[config.mk]
export PLATFORM = sky130hd
export DESIGN_NAME = zero_run_packet_encoder
export DESIGN_NICKNAME = d
export VERILOG_FILES = /design/src/rtl/zrpe_pkg.sv /design/src/rtl/zrpe_step.sv /design/src/rtl/zrpe_outq.sv /design/src/rtl/zero_run_packet_encoder.sv
export VERILOG_INCLUDE_DIRS = /design/src /design/src/rtl
export SDC_FILE = /design/constraint.sdc
export NUM_CORES = 1
export LEC_CHECK = 0
export BUFFER_PORTS_ARGS = -buffer_cell sky130_fd_sc_hd__buf_2
export CORE_MARGIN = 1.5
export CORE_UTILIZATION = 35
export CTS_BUF_LIST = sky130_fd_sc_hd__clkbuf_8 sky130_fd_sc_hd__clkbuf_16
export CTS_CLUSTER_DIAMETER = 30
export CTS_CLUSTER_SIZE = 14
export DETAILED_ROUTE_END_ITERATION = 10
export HOLD_SLACK_MARGIN = 0.15
export PLACE_DENSITY_LB_ADDON = 0.1
export SKIP_CTS_REPAIR_TIMING = 1
export SYNTH_ARGS = -nofsm -noshare
export SYNTH_HDL_FRONTEND = slang
export SYNTH_HIERARCHICAL = 1
export SYNTH_SLANG_ARGS = --single-unit
[constraint.sdc]
create_clock -name clk -period 11 [get_ports clk]
set_input_delay 1.1 -clock clk [delete_from_list [all_inputs] [get_ports clk]]
set_output_delay 1.1 -clock clk [all_outputs]
set_load 0.005 [all_outputs]
[src/rtl/assert_macros.svh]
// Assertion macros for the RTL of the zero-run packet encoder, included by its top level.
`ifndef ASSERT_MACROS_SVH
`define ASSERT_MACROS_SVH

// Same-cycle implication, checked out of reset.
`define ASSERT_IMPLIES(label, clk, rst_n, ante, cons) \
    label: assert property (@(posedge clk) disable iff (!rst_n) (ante) |-> (cons)) \
        else $error("assertion failed: same-cycle implication");

// Next-cycle implication, checked out of reset.
`define ASSERT_NEXT(label, clk, rst_n, ante, cons) \
    label: assert property (@(posedge clk) disable iff (!rst_n) (ante) |=> (cons)) \
        else $error("assertion failed: next-cycle implication");

`endif

[src/rtl/zrpe_pkg.sv]
// Types and constants shared by the zero-run packet encoder modules.
package zrpe_pkg;

    localparam int HEADER_BYTES = 6;
    localparam int HDR_W        = 3;
    localparam int NET_W        = 14;

    localparam logic [HDR_W-1:0]        HDR_RESET       = HDR_W'(HEADER_BYTES);
    localparam logic [7:0]              RUN_CLOSE_LIMIT = 8'd254;
    localparam logic [7:0]              ZERO_FLAG_BIT   = 8'h80;
    localparam logic signed [NET_W-1:0] NET_MAX         = 14'sd4096;
    localparam logic signed [NET_W-1:0] NET_MIN         = -14'sd4096;

    // One output word.
    typedef struct packed {
        logic [7:0]              out_byte;
        logic                    out_last;
        logic                    use_encoded;
        logic signed [NET_W-1:0] size_change;
        logic [7:0]              flagged_first_byte;
    } result_t;

    // Per-packet coder state.
    typedef struct packed {
        logic [7:0]              run;
        logic signed [NET_W-1:0] net;
        logic [HDR_W-1:0]        hdr_left;
        logic [7:0]              first;
        logic                    coding;
    } enc_state_t;

    // What one input byte produces.
    typedef struct packed {
        logic [1:0] n;
        result_t    res_a;
        result_t    res_b;
        enc_state_t nxt;
    } step_t;

endpackage

[src/rtl/zrpe_step.sv]
// Combinational coding step: one input byte to up to two output words.
module zrpe_step (
    input  zrpe_pkg::enc_state_t st,
    input  logic [7:0]           in_byte,
    input  logic                 in_last,
    input  logic                 cfg_enable,
    output zrpe_pkg::step_t      step
);
    import zrpe_pkg::*;

    always_comb
    begin : step_calc
        logic       is_first;
        logic [7:0] byte_a;
        logic [7:0] byte_b;
        logic [1:0] n;
        logic [7:0] run_inc;
        logic signed [NET_W-1:0] sc;
        enc_state_t nx;

        is_first = (st.hdr_left == HDR_RESET);
        nx       = st;
        if (is_first)
        begin
            nx.first  = in_byte;
            nx.coding = cfg_enable;
        end
        byte_a  = in_byte;
        byte_b  = in_byte;
        n       = 2'd0;
        run_inc = st.run + 8'd1;

        if (st.hdr_left != '0)
        begin
            n           = 2'd1;
            nx.hdr_left = st.hdr_left - HDR_W'(1);
        end
        else if (!nx.coding)
        begin
            n = 2'd1;
        end
        else if (in_byte == 8'd0)
        begin
            if (st.run != 8'd0)
            begin
                if (run_inc > RUN_CLOSE_LIMIT)
                begin
                    byte_a = run_inc;
                    n      = 2'd1;
                    nx.run = 8'd0;
                end
                else
                begin
                    nx.run = run_inc;
                end
                if (st.net != NET_MIN)
                    nx.net = st.net - 14'sd1;
            end
            else
            begin
                byte_a = 8'd0;
                n      = 2'd1;
                nx.run = 8'd1;
                if (st.net != NET_MAX)
                    nx.net = st.net + 14'sd1;
            end
        end
        else
        begin
            if (st.run != 8'd0)
            begin
                byte_a = st.run;
                byte_b = in_byte;
                n      = 2'd2;
                nx.run = 8'd0;
            end
            else
            begin
                n = 2'd1;
            end
        end

        // open run closes on the packet's final byte
        if (in_last && nx.coding && nx.run != 8'd0)
        begin
            if (n == 2'd0)
            begin
                byte_a = nx.run;
                n      = 2'd1;
            end
            else
            begin
                byte_b = nx.run;
                n      = 2'd2;
            end
        end

        sc = nx.coding ? nx.net : '0;

        step.n     = n;
        step.res_a = '{out_byte: byte_a, out_last: 1'b0, use_encoded: 1'b0,
                       size_change: '0, flagged_first_byte: 8'd0};
        step.res_b = '{out_byte: byte_b, out_last: 1'b0, use_encoded: 1'b0,
                       size_change: '0, flagged_first_byte: 8'd0};
        if (in_last)
        begin
            if (n == 2'd2)
            begin
                step.res_b.out_last           = 1'b1;
                step.res_b.use_encoded        = sc < 0;
                step.res_b.size_change        = sc;
                step.res_b.flagged_first_byte = nx.first | ZERO_FLAG_BIT;
            end
            else
            begin
                step.res_a.out_last           = 1'b1;
                step.res_a.use_encoded        = sc < 0;
                step.res_a.size_change        = sc;
                step.res_a.flagged_first_byte = nx.first | ZERO_FLAG_BIT;
            end
            nx.run      = 8'd0;
            nx.net      = '0;
            nx.hdr_left = HDR_RESET;
        end
        step.nxt = nx;
    end

endmodule

[src/rtl/zrpe_outq.sv]
// Two-entry output word queue; takes one or two words per push.
module zrpe_outq (
    input  logic              clk,
    input  logic              rst_n,
    input  logic [1:0]        push_n,
    input  zrpe_pkg::result_t push_a,
    input  zrpe_pkg::result_t push_b,
    output logic              q_valid,
    output zrpe_pkg::result_t q_data,
    input  logic              q_ready,
    output logic [1:0]        q_count
);
    import zrpe_pkg::*;

    result_t    slot_reg [2];
    logic       rd_ptr_reg;
    logic       rd_ptr_next;
    logic       wr_ptr_reg;
    logic       wr_ptr_next;
    logic [1:0] count_reg;
    logic [1:0] count_next;
    logic       pop;

    assign q_valid = count_reg != 2'd0;
    assign q_data  = slot_reg[rd_ptr_reg];
    assign q_count = count_reg;
    assign pop     = q_valid && q_ready;

    always_comb
    begin
        rd_ptr_next = rd_ptr_reg ^ pop;
        wr_ptr_next = wr_ptr_reg ^ push_n[0];
        count_next  = count_reg - {1'b0, pop} + push_n;
    end

    always_ff @(posedge clk or negedge rst_n)
    begin
        if (!rst_n)
        begin
            rd_ptr_reg <= 1'b0;
            wr_ptr_reg <= 1'b0;
            count_reg  <= 2'd0;
        end
        else
        begin
            rd_ptr_reg <= rd_ptr_next;
            wr_ptr_reg <= wr_ptr_next;
            count_reg  <= count_next;
        end
    end

    // two words only land when the queue is empty after this cycle's pop,
    // so both slots are free
    always_ff @(posedge clk)
    begin
        if (push_n != 2'd0)
            slot_reg[wr_ptr_reg] <= push_a;
        if (push_n == 2'd2)
            slot_reg[~wr_ptr_reg] <= push_b;
    end

endmodule

[src/rtl/zero_run_packet_encoder.sv]
// Zero-run packet encoder top level: input stage, coding step, output queue.
// One packet byte per input word, tlast on the packet's final byte. The first
// six bytes (header) pass unchanged; after that, with coding enabled, each run
// of zero bytes leaves as a 0 word followed by a count word, a run reaching 255
// is closed at once, and other bytes pass after the count of any open run. The
// final output word (tlast) carries use_encoded, the signed size change and the
// first header byte with bit 7 set; on other words those fields are zero.
// The coding enable register is sampled on a packet's first byte and holds for the packet.
// Timing: an accepted word is registered in the input stage, then the coding
// step writes its output words into a two-entry queue that drives the master
// side. A byte producing one output word (or none) moves on every cycle while
// the queue has room for its words; a byte producing two (count then data, or
// 0 then count at packet end) waits until the queue holds at most one word
// that leaves in the same cycle. The queue size sets that rate.
`include "assert_macros.svh"

module zero_run_packet_encoder (
    input  logic        clk,
    input  logic        rst_n,
    // config
    input  logic        cfg_we,
    input  logic        cfg_wdata,       // zero_coding_enabled
    // slave side
    input  logic        s_axis_tvalid,
    output logic        s_axis_tready,
    input  logic [7:0]  s_axis_tdata,    // [7:0] in_byte
    input  logic        s_axis_tlast,    // in_last
    // master side
    output logic        m_axis_tvalid,
    input  logic        m_axis_tready,
    output logic [31:0] m_axis_tdata,    // [7:0] out_byte, [21:8] size_change,
                                         // [29:22] flagged_first_byte, [31:30] zero
    output logic        m_axis_tlast,    // out_last
    output logic        m_axis_tuser     // use_encoded
);
    import zrpe_pkg::*;

    logic       enable_reg;
    logic       stg_valid_reg;
    logic [7:0] stg_byte_reg;
    logic       stg_last_reg;
    enc_state_t state_reg;
    step_t      step;
    logic       fire;
    logic       s_accept;
    logic       m_pop;
    logic [1:0] push_n;
    logic [1:0] q_count;
    result_t    q_data;

    zrpe_step u_step (
        .st         (state_reg),
        .in_byte    (stg_byte_reg),
        .in_last    (stg_last_reg),
        .cfg_enable (enable_reg),
        .step       (step)
    );

    // step may retire only when the queue has room for all its words,
    // counting the word that leaves in this cycle
    assign m_pop         = m_axis_tvalid && m_axis_tready;
    assign fire          = stg_valid_reg &&
                           (({1'b0, step.n} + {1'b0, q_count}) <= (3'd2 + {2'b00, m_pop}));
    assign s_axis_tready = !stg_valid_reg || fire;
    assign s_accept      = s_axis_tvalid && s_axis_tready;
    assign push_n        = fire ? step.n : 2'd0;

    always_ff @(posedge clk or negedge rst_n)
    begin
        if (!rst_n)
            enable_reg <= 1'b0;
        else if (cfg_we)
            enable_reg <= cfg_wdata;
    end

    always_ff @(posedge clk or negedge rst_n)
    begin
        if (!rst_n)
            stg_valid_reg <= 1'b0;
        else if (s_accept)
            stg_valid_reg <= 1'b1;
        else if (fire)
            stg_valid_reg <= 1'b0;
    end

    always_ff @(posedge clk)
    begin
        if (s_accept)
        begin
            stg_byte_reg <= s_axis_tdata;
            stg_last_reg <= s_axis_tlast;
        end
    end

    always_ff @(posedge clk or negedge rst_n)
    begin
        if (!rst_n)
            state_reg <= '{run: 8'd0, net: '0, hdr_left: HDR_RESET, first: 8'd0,
                           coding: 1'b0};
        else if (fire)
            state_reg <= step.nxt;
    end

    zrpe_outq u_outq (
        .clk     (clk),
        .rst_n   (rst_n),
        .push_n  (push_n),
        .push_a  (step.res_a),
        .push_b  (step.res_b),
        .q_valid (m_axis_tvalid),
        .q_data  (q_data),
        .q_ready (m_axis_tready),
        .q_count (q_count)
    );

    assign m_axis_tdata = {2'b00, q_data.flagged_first_byte, q_data.size_change,
                           q_data.out_byte};
    assign m_axis_tlast = q_data.out_last;
    assign m_axis_tuser = q_data.use_encoded;

    // packet end returns the coder to its idle state
    `ASSERT_NEXT(a_pkt_end_clears, clk, rst_n, fire && stg_last_reg,
        state_reg.run == 8'd0 && state_reg.net == '0 && state_reg.hdr_left == HDR_RESET)
    // an open run never holds a count past the close limit
    `ASSERT_IMPLIES(a_run_bounded, clk, rst_n, 1'b1, state_reg.run <= RUN_CLOSE_LIMIT)
    // summary fields appear on the packet's final word only
    `ASSERT_IMPLIES(a_summary_on_last, clk, rst_n, m_axis_tvalid && !m_axis_tlast,
        q_data.size_change == '0 && !q_data.use_encoded && q_data.flagged_first_byte == 8'd0)
    // encoded stream chosen only when it is strictly shorter
    `ASSERT_IMPLIES(a_choice_matches_size, clk, rst_n, m_axis_tvalid && m_axis_tlast,
        q_data.use_encoded == (q_data.size_change < 0))

endmodule

## Word-level counts from Yosys, hierarchy flattened

Memories as Yosys holds them, arrays and structs flattened.
Index checks and enable logic that the tools add are counted.

| word-level totals | value |
|---|---|
| flip-flop bits (word level) | 48 |
| RAM bits | 64 |
| output and inout bits | 36 |
| word-level logic and storage cells | 91 |
| memories | 1 |

| cells by class | value |
|---|---|
| add/sub/neg operators | 8 |
| magnitude comparators | 3 |
| eq/ne operators | 5 |
| multiplexer cells | 42 |
| bitwise gates (word level) | 3 |
| reduce and logical (&&, ||, !) cells | 17 |

Memories:

| memory | words | bits a word | read ports | clocked after memory_dff | write ports | line | text |
|---|---|---|---|---|---|---|---|
| u_outq.slot_reg | 2 | 32 | 1 | 0 | 2 | zrpe_outq.sv:15 | `result_t slot_reg [2];` |

Operator list:

| kind | count |
|---|---|
| 8-bit 2-to-1 mux | 14 |
| 24-bit 2-to-1 mux | 4 |
| 22-bit 2-to-1 mux | 3 |
| 14-bit 2-to-1 mux | 4 |
| 25-bit 2-to-1 mux | 1 |
| 8-bit nonzero test | 2 |
| 14-bit by 2-bit adder with 14-bit output (second input constant) | 1 |
| 14-bit by 1-bit less-than comparator with 1-bit output (second input constant) | 1 |
| 2-bit 2-to-1 mux | 7 |
| 14-bit by 13-bit inequality test with 1-bit output (second input constant) | 1 |
| 14-bit inequality test (second input constant) | 1 |
| 14-bit by 2-bit subtractor with 14-bit output (second input constant) | 1 |
| 8-bit by 1-bit adder with 8-bit output (second input constant) | 1 |
| 8-bit greater-than comparator (second input constant) | 1 |
| 8-bit logical NOT | 1 |
| 1-bit 2-to-1 mux | 8 |
| 2-bit nonzero test | 4 |
| 1-bit logical AND | 5 |
| 2-bit == test (second input constant) | 2 |
| 2-bit by 1-bit adder with 3-bit output (first input constant) | 1 |
| 2-bit by 2-bit adder with 3-bit output | 1 |
| 3-bit == test (second input constant) | 1 |
| 3-bit less-or-equal comparator | 1 |
| 3-bit 2-to-1 mux | 1 |
| other kinds (10) | 11 |

## Longest topological paths before layout

Gate-level depths: netlist of run 1.

| depth | value |
|---|---|
| word-level depth | 17 |
| mapped depth | 25 |
| gate-level depth less buffers | 19 |

## Modules after synthesis

The synthesis of run 1 kept the hierarchy.

Modules (own cells, without submodules):

| module | times used | cells an instance | area each (um^2) |
|---|---|---|---|
| zrpe_outq | 1 | 191 | 3,324.4 |
| zrpe_step | 1 | 402 | 2,502.4 |
| zero_run_packet_encoder | 1 | 99 | 1,868.0 |

## Least setup slack after synthesis of run 1

OpenSTA, ideal clock, no wires.

| timing path | value |
|---|---|
| path type | flip-flop to flip-flop |
| from | register state_reg[9] (netlist name) |
| to | memory u_outq/slot_reg[0][0] (netlist name), enable pin |
| library setup time | 0.432 ns |
| arrival time | 5.757 ns |
| required time | 10.568 ns |
| slack | 4.811 ns |
| stages on the path, launching flop included | 24 |
| path buffers | 6 |
| period minus slack after synthesis | 6.189 ns |
| path through | dfrtp_1 inv_1 ha_1 and3b_1 buf_2 nand3_1 a211oi_1 o32ai_2 o21a_1 and4_1 buf_4 a21oi_4 buf_6 a21oi_1 ha_1 fa_1 nor3b_2 nor3b_2 buf_6 buf_8 and2_1 clkbuf_2 nor2_1 a21oi_1 |

RTL lines:

| element | line | text |
|---|---|---|
| start: declaration | zero_run_packet_encoder.sv:42 | `enc_state_t state_reg;` |
| start signal: assignment | zero_run_packet_encoder.sv:98 | `state_reg <= '{run: 8'd0, net: '0, hdr_left: HDR_RESET, first: 8'd0,` |
| start signal: assignment | zero_run_packet_encoder.sv:101 | `state_reg <= step.nxt;` |
| end: declaration | zrpe_outq.sv:15 |  |

==> results of run 1 <==
[power breakdown]
group          internal (uW)  total, uW  switching [uW]  leakage (uW)
combinational            343        769             426       0.00194
sequential               664        726            62.3       0.00121
clock                    178        341             163      0.000145
[cells in the final DEF (no fill, tap or decap), types with 3 or more instances in the layout]
master,instances
ha_1,12
a21o_1,6
nand4b_1,4
or4_1,3
buf_4,8
nor4_1,7
nand3_1,13
edfxtp_1,73
nor2b_1,15
nand4_1,8
o21a_1,3
nor3_1,17
a21oi_1,41
o22ai_1,3
a21oi_2,5
a31oi_1,5
mux2_1,6
mux2_2,102
mux2_4,28
o21ai_1,3
xnor2_1,10
dfrtp_1,37
a22oi_1,6
and2_1,6
and3_1,6
o21ai_0,17
nand2_1,52
inv_1,20
nor4_2,3
xor2_1,12
mux2i_1,9
nor3_2,18
nand2b_1,6
clkbuf_16,9
buf_2,48
nor2_1,31
[metal layers]
metal | track usage | vias to the layer above
li1 | - | 2537
met4 | 0.03786 | 0
met3 | 0.02711 | 18
met5 | 0 | -
met1 | 0.2493 | 2714
met2 | 0.3123 | 131
[worst max-delay path, cell delays in order (launching register included)]
cell	delay [ns]
dfrtp_1	0.41
inv_1	0.12
ha_1	0.22
and3b_1	0.45
nand3_1	0.68
nor2_1	0.48
a22o_1	0.21
o31ai_1	0.16
and4_1	0.30
a21oi_4	0.56
a21oi_1	0.12
ha_1	0.24
fa_1	0.43
nor3b_2	0.18
nor3b_4	0.87
buf_4	0.51
and2_1	0.43
nor2_1	0.13
a21oi_4	0.91
[path summary, 6_finish.rpt]
check,from,to,slack (ns),cells past startpoint
worst max-delay path,state_reg[9],u_outq/slot_reg[0][6],3.16,18
worst min-delay path,u_outq/rd_ptr_reg,u_outq/rd_ptr_reg,0.48,1
worst max register to register,state_reg[9],u_outq/slot_reg[0][6],3.16,18
worst min register to register,u_outq/rd_ptr_reg,u_outq/rd_ptr_reg,0.48,1
max in group asynchronous,rst_n,u_outq/wr_ptr_reg,9.48,1
min in group asynchronous,rst_n,state_reg[27],0.90,1
[stage by stage]
step | utilization | power [uW] | std cells
floorplan | - | 1289 | 689
global placement | 0.3754 | 1507 | 964
detailed placement | 0.3754 | 1516 | 964
CTS | 0.3893 | 1865 | 980
global route | 0.3893 | 1959 | 980
finish | 0.3893 | 1836 | 980
[area by class of cell]
class                      instances  area, um^2  area share
clock buffer                       9       225.2     0.02726
sequential                       112        3171      0.3838
timing repair buffer              56       300.3     0.03635
inverter                          20       75.07    0.009087
tap                              275       344.1     0.04165
multi-input combinational        501        4075      0.4933
clock inverter                     7       71.32    0.008632
==> metrics.md, run 1 <==
| Metric | Value |
|---|---|
| RSZ-0062 raised after global routing | `false` |
| Worst skew pair latency | `~0.37 ns` |
| Core region area | `about 21000 um^2` |
| Remaining Overflow, GRT | `0` |
| Via count of the first global-routing pass | `5532` |
| CP Launch Type | `flip-flop` |
| Worst slack, placed | `between 3 and 4 ns` |
| Syn_area_per_cell | `roughly 11 um^2` |
| Largest net degree at the start of global routing | `40` |
| Pleak | `0.003295 uW` |
| CP Capture Type | `flip-flop` |
| Hold slack | `between 0.4 and 0.5 ns` |
| Hold Vio Cnt, Final | `0` |
| Required @ worst endpoint | `~11 ns` |
| Warning count from the yosys run | `6` |
| Power per cell area | `between 200 and 250 nW/um^2` |
| Setup violations, final | `0` |
| Final setup TNS | `0 ns` |
| CTS tree | `yes` |
| Peak Freq | `around 0.13 GHz` |
| Hold Crit Class | `reg -> reg` |
| Minimum clock period | `about 8 ns` |
| Avg WL per Cell | `20.37 um` |
| Max layer used | `met4` |
| Die Wd | `approximately 150 um` |
| Worst EP arrival | `7.81 ns` |
| Layout cells sized above 1 | `0.3504` |
| Antenna cells | `0` |
| Met1 wire length | `roughly 9000 um` |
| Outcome | `finished, final reports clean` |
| Clock Root Buffer | `clkbuf_16` |
| DRC viols | `0` |
| Mapped Area | `approximately 7600 um^2` |
| Drt total wl | `19960 um` |
| Ports | `slightly above 50` |
| Vias | `between 5000 and 6000` |
| Pre-antenna DRT Iters | `5` |
| Initial antenna violation count | `0` |
| Die Ht | `150.8 um` |
| Iteration-0 DRC Markers | `465` |
| CTS Buf Count | `9` |
| Crit-path max FO | `32` |
| Max Root-Sink Buffers | `2` |
| Final Cell Area | `8262 um^2` |
| Area Growth Syn to Fin | `7.998%` |
| CTS H-Tree Depth | `3` |
| Final Cycle Share | `0.7125` |
| Initial core utilization | `0.3605` |
| Syn Inst Count | `roughly 690` |
| Nets | `728` |
| Peak VDD IR | `between 0.2 and 0.25 mV` |
| Gr usage total | `0.1842` |
| Max reg flops | `64` |
| RePlAce Congestion | `just over 0.9` |
| Routed wl met3 | `a little under 800 um` |
| Final HPWL DP | `about 13000 um` |
| First-pass GRT wire length | `around 32000 um` |
| FP Rows | `between 50 and 60` |
| Antenna Nets Post-Route | `0` |
| Wire length on met2 | `9965 um` |
| Port bufs | `48` |
| Slew @ Worst Pin | `1.220 ns` |
| Routed vias/inst | `roughly 5.5` |
| Placement Cell Area | `~8000 um^2` |
| Clock Skews | `approximately 0.016 ns` |
| Slew HR | `0.1847` |
| Critical path type | `reg -> reg` |
| Clk slew on worst S/H paths | `approximately 0.080 ns` |
| Worst Setup Slack, final | `3.163 ns` |
| Final Max Slew Viols | `0` |
| Die area | `22750 um^2` |
| Max-cap violations | `0` |
| Layout fillers | `roughly 2100` |
| Clock sink count | `between 100 and 150` |
Power figures use the tool's default switching activity.
==> run 2, diff against run 1 <==
==> constraint.sdc (replaced) <==
create_clock -name clk -period 6.5 [get_ports clk]
set_input_delay 0.65 -clock clk [delete_from_list [all_inputs] [get_ports clk]]
set_output_delay 0.65 -clock clk [all_outputs]
set_load 0.005 [all_outputs]
==> run 2 against run 1 <==
Effect of this change: sequential share of layout area shrank 0.33 points; global-route usage shrank 0.11 points; count of clock-buffer cells in the layout is the same; worst hold slack lost 0.015 ns; clock skew shrank 0.0064 ns; first-iteration DRC count shrank 31%; sequential cell count is the same; die area is the same; register-to-register slack lost 2.2 ns; routed wire length is essentially flat; total power grew 68%; largest cell class unchanged; largest power group unchanged.
==> metrics.md, run 2 (synthesis results as in run 1) <==
| Metric | Value |
|---|---|
| Most used cell, CP | `ha_1` |
| Pleak | `roughly 0.0033 uW` |
| CTS Buf Count | `9` |
| First-pass GRT wire length | `around 31000 um` |
| Setup violations, final | `0` |
| Initial antenna violation count | `0` |
| Power per cell area | `370.6 nW/um^2` |
| Iteration-0 DRC Markers | `around 320` |
| Outcome | `finished, final reports clean` |
| Worst EP arrival | `5.49 ns` |
| Largest net degree at the start of global routing | `40` |
| Initial core utilization | `0.3605` |
| Vias | `between 5000 and 6000` |
| Max-cap violations | `0` |
| Avg WL per Cell | `a little over 20 um` |
| Critical Path Slowest Stage Cell | `mux2_2` |
| Final Cycle Share | `0.8469` |
| Layout cells sized above 1 | `0.3594` |
| Peak VDD IR | `0.2889 mV` |
| Final Max Slew Viols | `0` |
| CP Capture Type | `flip-flop` |
| Clock sink count | `about 110` |
| DRC viols | `0` |
| CP Launch Type | `flip-flop` |
| RePlAce Congestion | `0.8656` |
| Clock Skews | `roughly 0.01 ns` |
| Hold path cells | `1` |
| Commonest non-fill, non-tap cell in the layout | `mux2_2` |
| Minimum clock period | `5.505 ns` |
| Die Wd | `150.8 um` |
| CTS tree | `yes` |
| Via count of the first global-routing pass | `around 5500` |
| Layout fillers | `between 2000 and 2500` |
| Hold Vio Cnt, Final | `0` |
| Final Cell Area | `8334 um^2` |
| Die Ht | `around 150 um` |
| Ports | `slightly above 50` |
| Max Root-Sink Buffers | `2` |
| Slew @ Worst Pin | `about 1.2 ns` |
| Final Total Pwr | `~3100 uW` |
| Final setup TNS | `0 ns` |
| FP Rows | `53` |
| Area Growth Syn to Fin | `8.947%` |
| Port bufs | `48` |
| Max reg flops | `between 60 and 70` |
| Nets | `738` |
| Pre-antenna DRT Iters | `5` |
| CTS H-Tree Depth | `3` |
| Routed vias/inst | `5.474` |
| Worst slack, placed | `just under 1 ns` |
| Final HPWL DP | `13310 um` |
| Antenna Nets Post-Route | `0` |
| Remaining Overflow, GRT | `0` |
| Die area | `approximately 23000 um^2` |
| Core region area | `around 21000 um^2` |
| Slew HR | `0.2227` |
| Drt total wl | `19970 um` |
| Worst path cell trace | `ha_1, nand3_1, xnor2_1, o31ai_2, o31ai_1, and4_1, a21oi_4, a21oi_1, ha_1, fa_1, nor3b_2, nor3b_4, and2_1, mux2_2` |
| Worst r2r path cells | `14` |
| Peak Freq | `0.1817 GHz` |
| Clk slew on worst S/H paths | `0.08 ns` |
| Required @ worst endpoint | `~6.5 ns` |
| Worst Setup Slack, final | `roughly 1.0 ns` |
| RSZ-0062 raised after global routing | `false` |
| Worst skew pair latency | `0.36 ns` |
| Crit-path max FO | `32` |
| Clock Root Buffer | `clkbuf_16` |
| Gr usage total | `0.1831` |
| Placement Cell Area | `roughly 8100 um^2` |
| Commonest cells after routing, fill and taps aside | `102 x mux2_2, 73 x edfxtp_1, 52 x nand2_1` |
| Antenna cells | `0` |
| Hold Crit Class | `in -> reg` |
| Largest stage delay, worst path | `0.83 ns` |
| Critical path type | `reg -> reg` |
run 2: changes by cell type in the layout (fill, tap and decap cells not counted):
| cell | change |
|---|---|
| buf_4 | +9 |
| clkinv_4 | +2 |
| clkinvlp_2 | -1 |
| inv_6 | -1 |
| bufinv_16 | -1 |
| inv_8 | +1 |
| buf_12 | +1 |
run 2: critical path, delay by kind of cell (launching register included):
kind            cells  cell delay [ns]
compound gates      4             1.08
xor+xnor            1             0.30
fa+ha+maj           3             1.01
flops               1             0.51
mux                 1             0.83
simple gates        5             1.37
run 2: final timing paths:
| path | end | slack, ns | startpoint |
|---|---|---|---|
| max | u_outq/slot_reg[1][5] | 1.0 | state_reg[27] |
| min | stg_byte_reg[7] | 0.46 | s_axis_tdata[7] |
| max reg2reg | u_outq/slot_reg[1][5] | 1.0 | state_reg[27] |
| min reg2reg | state_reg[2] | 0.51 | state_reg[2] |
| max in group asynchronous | state_reg[5] | 5.39 | rst_n |
| min in group asynchronous | state_reg[21] | 0.47 | rst_n |
run 2: report_power, final:
group | switching [uW] | internal [uW] | total (uW)
clock | 281 | 266 | 546
sequential | 109 | 1120 | 1230
combinational | 722 | 592 | 1310
total | 1110 | 1980 | 3090
run 2: through the flow:
step / utilization / instances / hold slack, ns
detailed placement: 0.3795 / 974 / 0.4936
global route: 0.3927 / 990 / 0.4404
global placement: 0.3795 / 974 / 0.4935
finish: 0.3927 / 990 / 0.4608
CTS: 0.3927 / 990 / 0.4427
floorplan: - / 689 / 0.3544
run 2: area by class of cell:
cell class	count	area (um^2)	share of cell area
Tap cell	275	344.1	0.04129
Clock buffer	9	225.2	0.02702
Multi-Input combinational cell	501	4075	0.4890
Inverter	20	75.07	0.009008
Clock inverter	7	56.30	0.006756
Timing Repair Buffer	66	387.9	0.04654
Sequential cell	112	3171	0.3804
run 2: metal layers:
metal	vias to the layer above	part of all wire	wire, um	global-route usage
met5	-	0	0	0
met4	0	0.027	533	0.06553
met3	31	0.029	579	0.03042
met2	118	0.49	9719	0.3075
met1	2715	0.46	9141	0.2371
li1	2555	-	-	-
